File: src/hw/rtl/lkvc_pkg.sv
// package for the lru key-value cache: item types, command codes and sizes
// no dependencies; imported by lkvc_store and lru_key_value_cache
package lkvc_pkg;

	localparam int unsigned DATA_W      = 32;
	localparam int unsigned CAP_W       = 5;
	localparam int unsigned ENTRIES_DEF = 16;
	localparam logic [CAP_W-1:0] CAP_RESET = 5'd16;

	typedef enum logic {
		CMD_GET = 1'b0,
		CMD_PUT = 1'b1
	} cmd_t;

	typedef struct packed {
		cmd_t                     command;
		logic signed [DATA_W-1:0] key;
		logic signed [DATA_W-1:0] value;
	} req_t;

	typedef struct packed {
		logic                     found;
		logic signed [DATA_W-1:0] read_value;
	} rsp_t;

endpackage

File: src/hw/rtl/lkvc_store.sv
// entry store of the lru key-value cache: parallel key match, recency ranks,
// eviction and insertion; depends on lkvc_pkg
module lkvc_store #(
	parameter int unsigned ENTRIES = lkvc_pkg::ENTRIES_DEF
) (
	input  logic                         clk,
	input  logic                         arst_n,
	input  logic                         fire,
	input  lkvc_pkg::req_t               req,
	input  logic [lkvc_pkg::CAP_W-1:0]   cap,
	output lkvc_pkg::rsp_t               rsp
);
	import lkvc_pkg::*;

	localparam int unsigned RANK_W = (ENTRIES > 1) ? $clog2(ENTRIES) : 1;
	localparam int unsigned OCC_W  = $clog2(ENTRIES + 1);
	localparam int unsigned CMP_W  = (OCC_W > CAP_W) ? OCC_W : CAP_W;

	logic [ENTRIES-1:0]       valid_q;
	logic [RANK_W-1:0]        rank_q [ENTRIES];
	logic [DATA_W-1:0]        key_q [ENTRIES];
	logic [DATA_W-1:0]        value_q [ENTRIES];
	logic [OCC_W-1:0]         occ_q;

	logic [ENTRIES-1:0]       hit_oh;
	logic [ENTRIES-1:0]       oldest_oh;
	logic [ENTRIES-1:0]       valid_after;
	logic [ENTRIES-1:0]       free_oh;
	logic                     found;
	logic [DATA_W-1:0]        hit_value;
	logic [RANK_W-1:0]        hit_rank;
	logic [RANK_W-1:0]        occ_last;
	logic [CMP_W-1:0]         cap_eff;
	logic                     full;
	logic                     is_put;
	logic                     evict;

	always_comb begin
		occ_last  = RANK_W'(occ_q - OCC_W'(1));
		hit_value = '0;
		hit_rank  = '0;
		for (int i = 0; i < ENTRIES; i++) begin
			hit_oh[i]    = valid_q[i] && (key_q[i] == req.key);
			oldest_oh[i] = valid_q[i] && (rank_q[i] == occ_last);
			hit_value    = hit_value | (hit_oh[i] ? value_q[i] : '0);
			hit_rank     = hit_rank | (hit_oh[i] ? rank_q[i] : '0);
		end
		found = |hit_oh;
	end

	// zero capacity acts as one; anything above the entry count saturates
	always_comb begin
		cap_eff     = (cap == '0) ? CMP_W'(1) : CMP_W'(cap);
		full        = (CMP_W'(occ_q) >= cap_eff) || (occ_q == OCC_W'(ENTRIES));
		is_put      = (req.command == CMD_PUT);
		evict       = is_put && !found && full;
		valid_after = valid_q & ~(evict ? oldest_oh : '0);
		// lowest free entry after eviction
		free_oh     = ~valid_after & (valid_after + ENTRIES'(1));
	end

	always_comb begin
		rsp.found      = found;
		rsp.read_value = (!is_put && found) ? hit_value : '0;
	end

	always_ff @(posedge clk or negedge arst_n) begin
		if (!arst_n) begin
			valid_q <= '0;
			occ_q   <= '0;
			for (int i = 0; i < ENTRIES; i++) begin
				rank_q[i] <= '0;
			end
		end else if (fire) begin
			if (found) begin
				// move the hit entry to the front, younger entries age by one
				for (int i = 0; i < ENTRIES; i++) begin
					if (hit_oh[i]) begin
						rank_q[i] <= '0;
					end else if (valid_q[i] && (rank_q[i] < hit_rank)) begin
						rank_q[i] <= rank_q[i] + RANK_W'(1);
					end
				end
			end else if (is_put) begin
				for (int i = 0; i < ENTRIES; i++) begin
					if (free_oh[i]) begin
						rank_q[i] <= '0;
					end else if (valid_after[i]) begin
						rank_q[i] <= rank_q[i] + RANK_W'(1);
					end
				end
				valid_q <= valid_after | free_oh;
				if (!evict) begin
					occ_q <= occ_q + OCC_W'(1);
				end
			end
		end
	end

	always_ff @(posedge clk) begin
		if (fire && is_put) begin
			for (int i = 0; i < ENTRIES; i++) begin
				if (found ? hit_oh[i] : free_oh[i]) begin
					value_q[i] <= req.value;
				end
				if (!found && free_oh[i]) begin
					key_q[i] <= req.key;
				end
			end
		end
	end

endmodule

File: src/hw/rtl/lru_key_value_cache.sv
// top level of the lru key-value cache: request and response handshakes,
// capacity register; depends on lkvc_pkg and lkvc_store
//
//  channel | signals                      | direction | item
//  req     | req_valid, req_stall, req    | in        | command, key, value
//  rsp     | rsp_valid, rsp_stall, rsp    | out       | found, read_value
//  cfg     | cfg_valid, cfg_ready, cfg_data | in      | capacity limit
//
// one item per cycle sustained unless rsp stalls; a taken item is registered
// in req_s1 and its result, from the parallel key match over all entries, in rsp_s2
// reset clears all entries at once and sets the capacity limit to 16
// a stalled response holds the input register, which then stalls req
// cfg_ready is always high
module lru_key_value_cache #(
	parameter int unsigned ENTRIES = lkvc_pkg::ENTRIES_DEF
) (
	input  logic                         clk,
	input  logic                         arst_n,
	input  logic                         req_valid,
	output logic                         req_stall,
	input  lkvc_pkg::req_t               req,
	output logic                         rsp_valid,
	input  logic                         rsp_stall,
	output lkvc_pkg::rsp_t               rsp,
	input  logic                         cfg_valid,
	output logic                         cfg_ready,
	input  logic [lkvc_pkg::CAP_W-1:0]   cfg_data
);
	import lkvc_pkg::*;

	req_t             req_s1;
	logic             valid_s1;
	rsp_t             rsp_s2;
	logic             valid_s2;
	logic [CAP_W-1:0] cap_q;
	rsp_t             rsp_next;
	logic             advance;
	logic             take;

	assign cfg_ready = 1'b1;
	assign advance   = valid_s1 && (!valid_s2 || !rsp_stall);
	assign req_stall = valid_s1 && valid_s2 && rsp_stall;
	assign take      = req_valid && !req_stall;
	assign rsp_valid = valid_s2;
	assign rsp       = rsp_s2;

	lkvc_store #(
		.ENTRIES(ENTRIES)
	) u_store (
		.clk   (clk),
		.arst_n(arst_n),
		.fire  (advance),
		.req   (req_s1),
		.cap   (cap_q),
		.rsp   (rsp_next)
	);

	always_ff @(posedge clk or negedge arst_n) begin
		if (!arst_n) begin
			valid_s1 <= 1'b0;
			valid_s2 <= 1'b0;
			cap_q    <= CAP_RESET;
		end else begin
			if (take) begin
				valid_s1 <= 1'b1;
			end else if (advance) begin
				valid_s1 <= 1'b0;
			end
			if (advance) begin
				valid_s2 <= 1'b1;
			end else if (!rsp_stall) begin
				valid_s2 <= 1'b0;
			end
			if (cfg_valid && cfg_ready) begin
				cap_q <= cfg_data;
			end
		end
	end

	always_ff @(posedge clk) begin
		if (take) begin
			req_s1 <= req;
		end
		if (advance) begin
			rsp_s2 <= rsp_next;
		end
	end

endmodule
File: config.mk
export PLATFORM = sky130hd
export DESIGN_NAME = lru_key_value_cache
export DESIGN_NICKNAME = d
export VERILOG_FILES = /design/src/hw/rtl/lkvc_pkg.sv /design/src/hw/rtl/lkvc_store.sv /design/src/hw/rtl/lru_key_value_cache.sv
export SDC_FILE = /design/constraint.sdc
export NUM_CORES = 2
export LEC_CHECK = 0
export BUFFER_PORTS_ARGS = -buffer_cell sky130_fd_sc_hd__buf_2
export CAP_MARGIN = 5
export CORE_MARGIN = 3
export CORE_UTILIZATION = 57
export DETAILED_ROUTE_END_ITERATION = 12
export PLACE_DENSITY = 0.85
export SLEW_MARGIN = 15
export SYNTH_ARGS = -nofsm -noshare
export SYNTH_HDL_FRONTEND = slang
export SYNTH_SLANG_ARGS = --single-unit
File: constraint.sdc
create_clock -name clk -period 6.1 [get_ports clk]
set_input_delay 0.305 -clock clk [delete_from_list [all_inputs] [get_ports clk]]
set_output_delay 0.305 -clock clk [all_outputs]
set_load 0.01 [all_outputs]
### Word level (Yosys, flattened, before mapping)

Memories as Yosys holds them, arrays and structs flattened.
Index checks and enable logic that the tools add are counted.

* register bits: 190
* bits in writable memories: 1024
* input bits: 75
* output and inout bits: 36
* logic and storage cells: 544
* memories kept: 2

Memories
* u_store.key_q: depth 16, width 32, rd ports 16, clocked after memory_dff 0, write ports 1, line lkvc_store.sv:21 `logic [DATA_W-1:0] key_q [ENTRIES];`
* u_store.value_q: depth 16, width 32, rd ports 16, clocked after memory_dff 0, write ports 16, line lkvc_store.sv:22 `logic [DATA_W-1:0] value_q [ENTRIES];`

* add/subtract/negate cells: 19
* order comparisons: 17
* equality and inequality tests: 50
* mux-type cells: 261
* bitwise gates (word level): 37
* reductions and logical operators: 132

Operator list (number)
* 32-bit 2-to-1 mux: 31
* 32-bit == test: 16
* 32-bit bitwise OR: 15
* 32-bit OR reduction: 15
* 4-bit 2-to-1 mux: 95
* 1-bit 2-to-1 mux: 131
* 64-bit 2-to-1 mux: 2
* 1-bit logical AND: 72
* 4-bit AND reduction: 17
* 4-bit by 1-bit adder with 4-bit output, second input constant: 16
* 4-bit == test: 16
* 4-bit less-than comparator: 16
* 4-bit bitwise OR: 15
* 3-bit by 2-bit inequality test with 1-bit output, second input constant: 16
* 3-bit nonzero test: 16
* 16-bit AND: 2
* 16-bit NOT: 2
* 16-bit by 1-bit adder with 16-bit output, second input constant: 1
* 16-bit 2-to-1 mux: 1
* 16-bit bitwise OR: 1
* 16-bit OR reduction: 1
* 5-bit by 1-bit adder with 5-bit output, second input constant: 1
* 5-bit == test, second input constant: 1
* 5-bit >= comparator: 1
* other kinds (9): 16

### Longest topological paths before layout

An unclocked memory read counts as a cell.

* word-level depth: 32
* depth in mapped cells: 19
* mapped depth without buffers: 15

### Hierarchy

Synthesis repeated with hierarchy kept, for this count alone.

* cell total of the unflattened synthesis: 3829
* area total of the unflattened synthesis: 54031.8 sq um

By module, submodules not included
* lkvc_store: times used 1, cells each 3711, area an instance 50808.7 sq um, seq. area each 32876.5 sq um
* lru_key_value_cache: times used 1, cells each 118, area an instance 3223.1 sq um, seq. area each 3119.2 sq um

### Worst setup path after synthesis

No wires, ideal clock.

* path type: reg-to-reg
* start: register u_store.occ_q[0]
* end: memory u_store.key_q[14][0] (netlist: u_store.key_q[1][192]), enable pin
* library setup time: 468 ps
* arrival: 5980 ps
* data required time: 5632 ps
* path slack: -348 ps
* stages on the path, launching flop included: 15
* buffers on the path: 3
* clock period less this slack: 6448 ps
* cell sequence: dfrtp_1 > buf_2 > buf_1 > inv_1 > ha_1 > clkbuf_1 > xnor2_1 > nor2_1 > a32oi_1 > and4_1 > a31oi_1 > a311oi_4 > nand3_1 > or2_2 > nor3b_1

* longest elaborated chain between the ends: 28
* elaborated cells on any way between the ends: 152
* classes of those cells: add/sub (2); order compare (1); eq/ne (17); mux (79); bitwise (4); reduce/logical (49)

Ends and longest elaborated chain
* start: declaration: line lkvc_store.sv:23 `logic [OCC_W-1:0] occ_q;`
* start signal: assignment: line lkvc_store.sv:94 `occ_q <= occ_q + OCC_W'(1);`
* 4-bit by 1-bit subtractor with 4-bit output *: line lkvc_store.sv:39 `occ_last = RANK_W'(occ_q - OCC_W'(1));`
* via u_store.occ_last[0]: line lkvc_store.sv:32 `logic [RANK_W-1:0] occ_last;`
* 4-bit == test: line lkvc_store.sv:44 `oldest_oh[i] = valid_q[i] && (rank_q[i] == occ_last);`
* 1-bit logical AND: line lkvc_store.sv:44
* 16-bit 2-to-1 mux *: line lkvc_store.sv:57 `valid_after = valid_q & ~(evict ? oldest_oh : '0);`
* 16-bit NOT *: line lkvc_store.sv:57
* 16-bit AND *: line lkvc_store.sv:57
* 16-bit by 1-bit adder with 16-bit output or 16-bit NOT (tied branches): line lkvc_store.sv:59 `free_oh = ~valid_after & (valid_after + ENTRIES'(1));`
* 16-bit AND *: line lkvc_store.sv:59
* 1-bit logical AND: line lkvc_store.sv:106 `if (!found && free_oh[i]) begin`
* 1-bit 2-to-1 mux: line lkvc_store.sv:106
* 1-bit 2-to-1 mux: line lkvc_store.sv:101 `if (fire && is_put) begin`
* 1-bit 2-to-1 mux (not written as such): line lkvc_store.sv:107 `key_q[i] <= req.key;`
* 32-bit OR reduction (no line)
* 4-bit 2-to-1 mux (no line) or 1-bit 2-to-1 mux (tied branches) (15 in series)
* end: declaration: line lkvc_store.sv:21

Mark *: on every way through the listed nets, which the timed path passes. The rest lies on a longest branch.

==> results.sh <==
export IMPL_synth_top_cell_area_share_pct=64.53
export IMPL_comb_power_share_pct=13.3
export IMPL_min_path_type="in2async"
export IMPL_cp_top_family="simple AND/OR/NAND/NOR gates"
export IMPL_vias=35350
export IMPL_first_pass_iters=11
export IMPL_ir_worst_vdd_mv=0.3404
export IMPL_internal_power_mw=14.51
export IMPL_critPathBufInv=4
export IMPL_switchingPower_mw=5.381
export IMPL_power_leakage_nw=19.35
export IMPL_grt_overflow=0
export IMPL_finalCritPeriodShare_pct=98.63
export IMPL_hold_viol=0
export IMPL_layout_cells_non_filler=5127
export IMPL_yosysWarnings=0
export IMPL_clk_pin_slew_ns=0.06
export IMPL_max_slew_margin_rel_pct=17.50
export IMPL_final_nets=3960
export IMPL_synth_top_flop_cell="edfxtp_1"
export IMPL_drtAntennaViolNets=0
export IMPL_via_per_inst=6.894
export IMPL_routedWlPerCell_um=30.48
export IMPL_synthesis_instances=3530
export IMPL_max_cap_viol_count=0
export IMPL_cts_sinks=1214
export IMPL_grt_pass1_wl_mm=226.8
export IMPL_cts_root_buffer="clkbuf_16"
export IMPL_path_cells="buf_4, xor2_1, a2111o_1, nor4_2, and3_2, nor3_1, nand4b_1, nor3_2, inv_1, buf_4, o31ai_1, nor2b_1, a21oi_1, nor2_4, buf_12"
export IMPL_clock_latency_ns=0.73
export IMPL_wl_mm=156.3
export IMPL_crit_path_end_kind="flop"
export IMPL_finalCriticalPeriod_ns=6.016
export IMPL_synth_edff_count=1122
export IMPL_grt_max_degree=49
export IMPL_syn_to_final_growth_pct=14.61
export IMPL_crit_path_start_kind="flop"
export IMPL_cts_made_buffers=115
export IMPL_fin_setup_tns_ns=0
export IMPL_pwr_density_cell_mw_per_mm2=332.3
export IMPL_gp_congestion=1.019
export IMPL_synth_most_common_cell="edfxtp_1"
export IMPL_netlist_top_cells_count="edfxtp_1 (1122), xnor2_1 (491), nand4_1 (228)"
export IMPL_core_area_mm2=0.09042
export IMPL_die_area_mm2=0.09527
export IMPL_cts_tree="done"
export IMPL_placed_area_mm2=0.05520
export IMPL_dp_cells=4819
export IMPL_grt_pass1_vias=34940
export IMPL_rows=110
export IMPL_dieHeight_um=308.7
export IMPL_slew_viol_final=0
export IMPL_die_w_um=308.7
export IMPL_crit_type="reg2reg"
export IMPL_synth_cell_types=94
export IMPL_required_ns=6.54
export IMPL_slowest_stage="edfxtp_1"
export IMPL_synth_top_cell_by_area="edfxtp_1"
export IMPL_worstMarginPinSlew_ns=1.237
export IMPL_max_stage_delay_ns=1.05
export IMPL_clkPwrFrac_pct=36.2
export IMPL_h_tree_depth=3
export IMPL_synth_avg_cell_area_um2=14.79
export IMPL_max_freq_ghz=0.1662
export IMPL_final_layout_size_suffix_gt1_share_pct=13.81
export IMPL_yosys_top_cells_area="edfxtp_1 (65%), xnor2_1 (8.2%), dfrtp_1 (4.4%)"
export IMPL_synth_nets=3645
export IMPL_initial_core_util_pct=57.74
export IMPL_synth_area_mm2=0.05222
export IMPL_cp_data_arrival_time_ns=6.46
export IMPL_antenna_found_initial=4
export IMPL_finClkSkew_ns=0.03947
export IMPL_power_frac_seq_pct=50.5
export IMPL_swShare_pct=27.05
export IMPL_pin_count=111
export IMPL_async_reset_ff_share_pct=7.578
export IMPL_drt_iter0_markers=5605
export IMPL_yosysSeqAreaShare_pct=68.94
export IMPL_clockBufferDepth=3
export IMPL_grt_use_total_pct=32.46
export IMPL_rsz0062_at_grt="false"
export IMPL_outcome="complete, no violations"
export IMPL_path_common_cell="buf_4"
export IMPL_cts_resized=0
export IMPL_dpl_hpwl_mm=93.52
export IMPL_port_buffer_count=109
export IMPL_setup_violations=0
export IMPL_finalInstanceArea_mm2=0.05985
export IMPL_crit_path_max_fanout=25
export IMPL_ys_ff_latch=1214
export IMPL_drc=0
-- per-stage QoR --
| step | setup WS (ns) | utilization, % | hold WS (ns) | power [mW] |
|---|---|---|---|---|
| 6_report | 0.08352 | 66.18 | 0.1732 | 19.89 |
| 2_1_floorplan | 0.1949 | - | 0.009409 | 11.67 |
| 3_5_place_dp | 0.4813 | 61.05 | 0.3805 | 12.67 |
| 3_3_place_gp | 0.4790 | 61.05 | 0.3597 | 12.59 |
| 5_1_grt | 0.007122 | 66.17 | 0.2351 | 20.40 |
| 4_1_cts | 0.3502 | 66.14 | 0.1790 | 19.77 |
-- registers in the layout (all words and copies together), names as in the netlist --
name and flops:
u_store.key_q 512, u_store.value_q 512, rsp_valid 1, cap_q 5, rsp 33, u_store.valid_q 16, req_s1 65, u_store.occ_q 5
valid_s1 1, u_store.rank_q 64
-- layout by cell type, fill, tap and decap left out, types with 24 or more instances in the layout --
cell	count
a21oi_1	28
a221oi_1	102
a22o_1	106
a22oi_1	68
a31oi_1	46
and3_1	43
buf_12	30
buf_2	108
buf_4	137
clkbuf_1	24
clkbuf_16	116
clkinv_2	32
dfrtp_1	91
dlygate4sd3_1	84
edfxtp_1	1122
ha_1	40
inv_1	94
nand2_1	118
nand2b_1	62
nand3_1	103
nand4_1	228
nor2_1	82
nor3_1	46
nor4_1	51
o21ai_0	59
xnor2_1	491
xor2_1	57
-- layer usage --
metal | track usage, % | wire length [µm]
met4 | 16.74 | 8898
met3 | 7.832 | 21240
met2 | 50.89 | 72040
met5 | 0 | 31
met1 | 42.61 | 54050
-- cell families after synthesis --
group	share of synthesized area, %
DFF	68.94
and+or+nand+nor	9.379
AOI/OAI and AO/OA	8.538
xor gates and xnor gates	9.285
buffers and inverters	2.387
adders and majority gates	1.289
muxes	0.1773
other	0.007182
-- path summary, 6_finish.rpt --
kind	startpoint	end	slack [ns]	depth (start not counted)
min in group clk	req[29]	req_s1[29]	0.30	2
max in group asynchronous	arst_n	valid_s1	4.75	3
hold / removal	arst_n	cap_q[3]	0.17	2
hold reg to reg	u_store.valid_q[6]	u_store.valid_q[6]	0.48	2
setup reg to reg	req_s1[32]	u_store.value_q[1][204]	0.08	15
setup / recovery	req_s1[32]	u_store.value_q[1][204]	0.08	15
-- worst reg2reg max path, stage by stage, from the launching register on --
cell and delay (ns):
edfxtp_1 1.05, buf_4 0.53, xor2_1 0.14, a2111o_1 0.40, nor4_2 0.68, and3_2 0.85, nor3_1 0.16, nand4b_1 0.15
nor3_2 0.05, inv_1 0.07, buf_4 0.22, o31ai_1 0.14, nor2b_1 0.20, a21oi_1 0.69, nor2_4 0.17, buf_12 0.24
-- cell type report --
cell class	count	area (µm²)
Antenna cell	4	10.01
Inverter	95	356.6
Clock buffer	140	2993
Fill cell	5734	30580
Clock inverter	79	772.0
Multi-Input combinational cell	2059	15210
Tap cell	1176	1471
Sequential cell	1214	36000
Timing Repair Buffer	360	3038
-- power by group through the flow --
| stage | logic, mW | clock network, mW | registers, mW |
|---|---|---|---|
| after floorplan | 1.70 | 0 | 9.97 |
| after global placement | 2.45 | 0 | 10.1 |
| after detailed placement | 2.50 | 0 | 10.2 |
| after CTS | 2.57 | 7.19 | 10.0 |
| after global routing | 2.84 | 7.50 | 10.1 |
| final | 2.65 | 7.20 | 10.0 |
-- repair_timing --
action                    in CTS  in global routing
buffers inserted               0                  0
hold buffers                  84                  0
hold endpoints to repair     118                  0
Note: power is estimated with default switching activity, not from simulation.
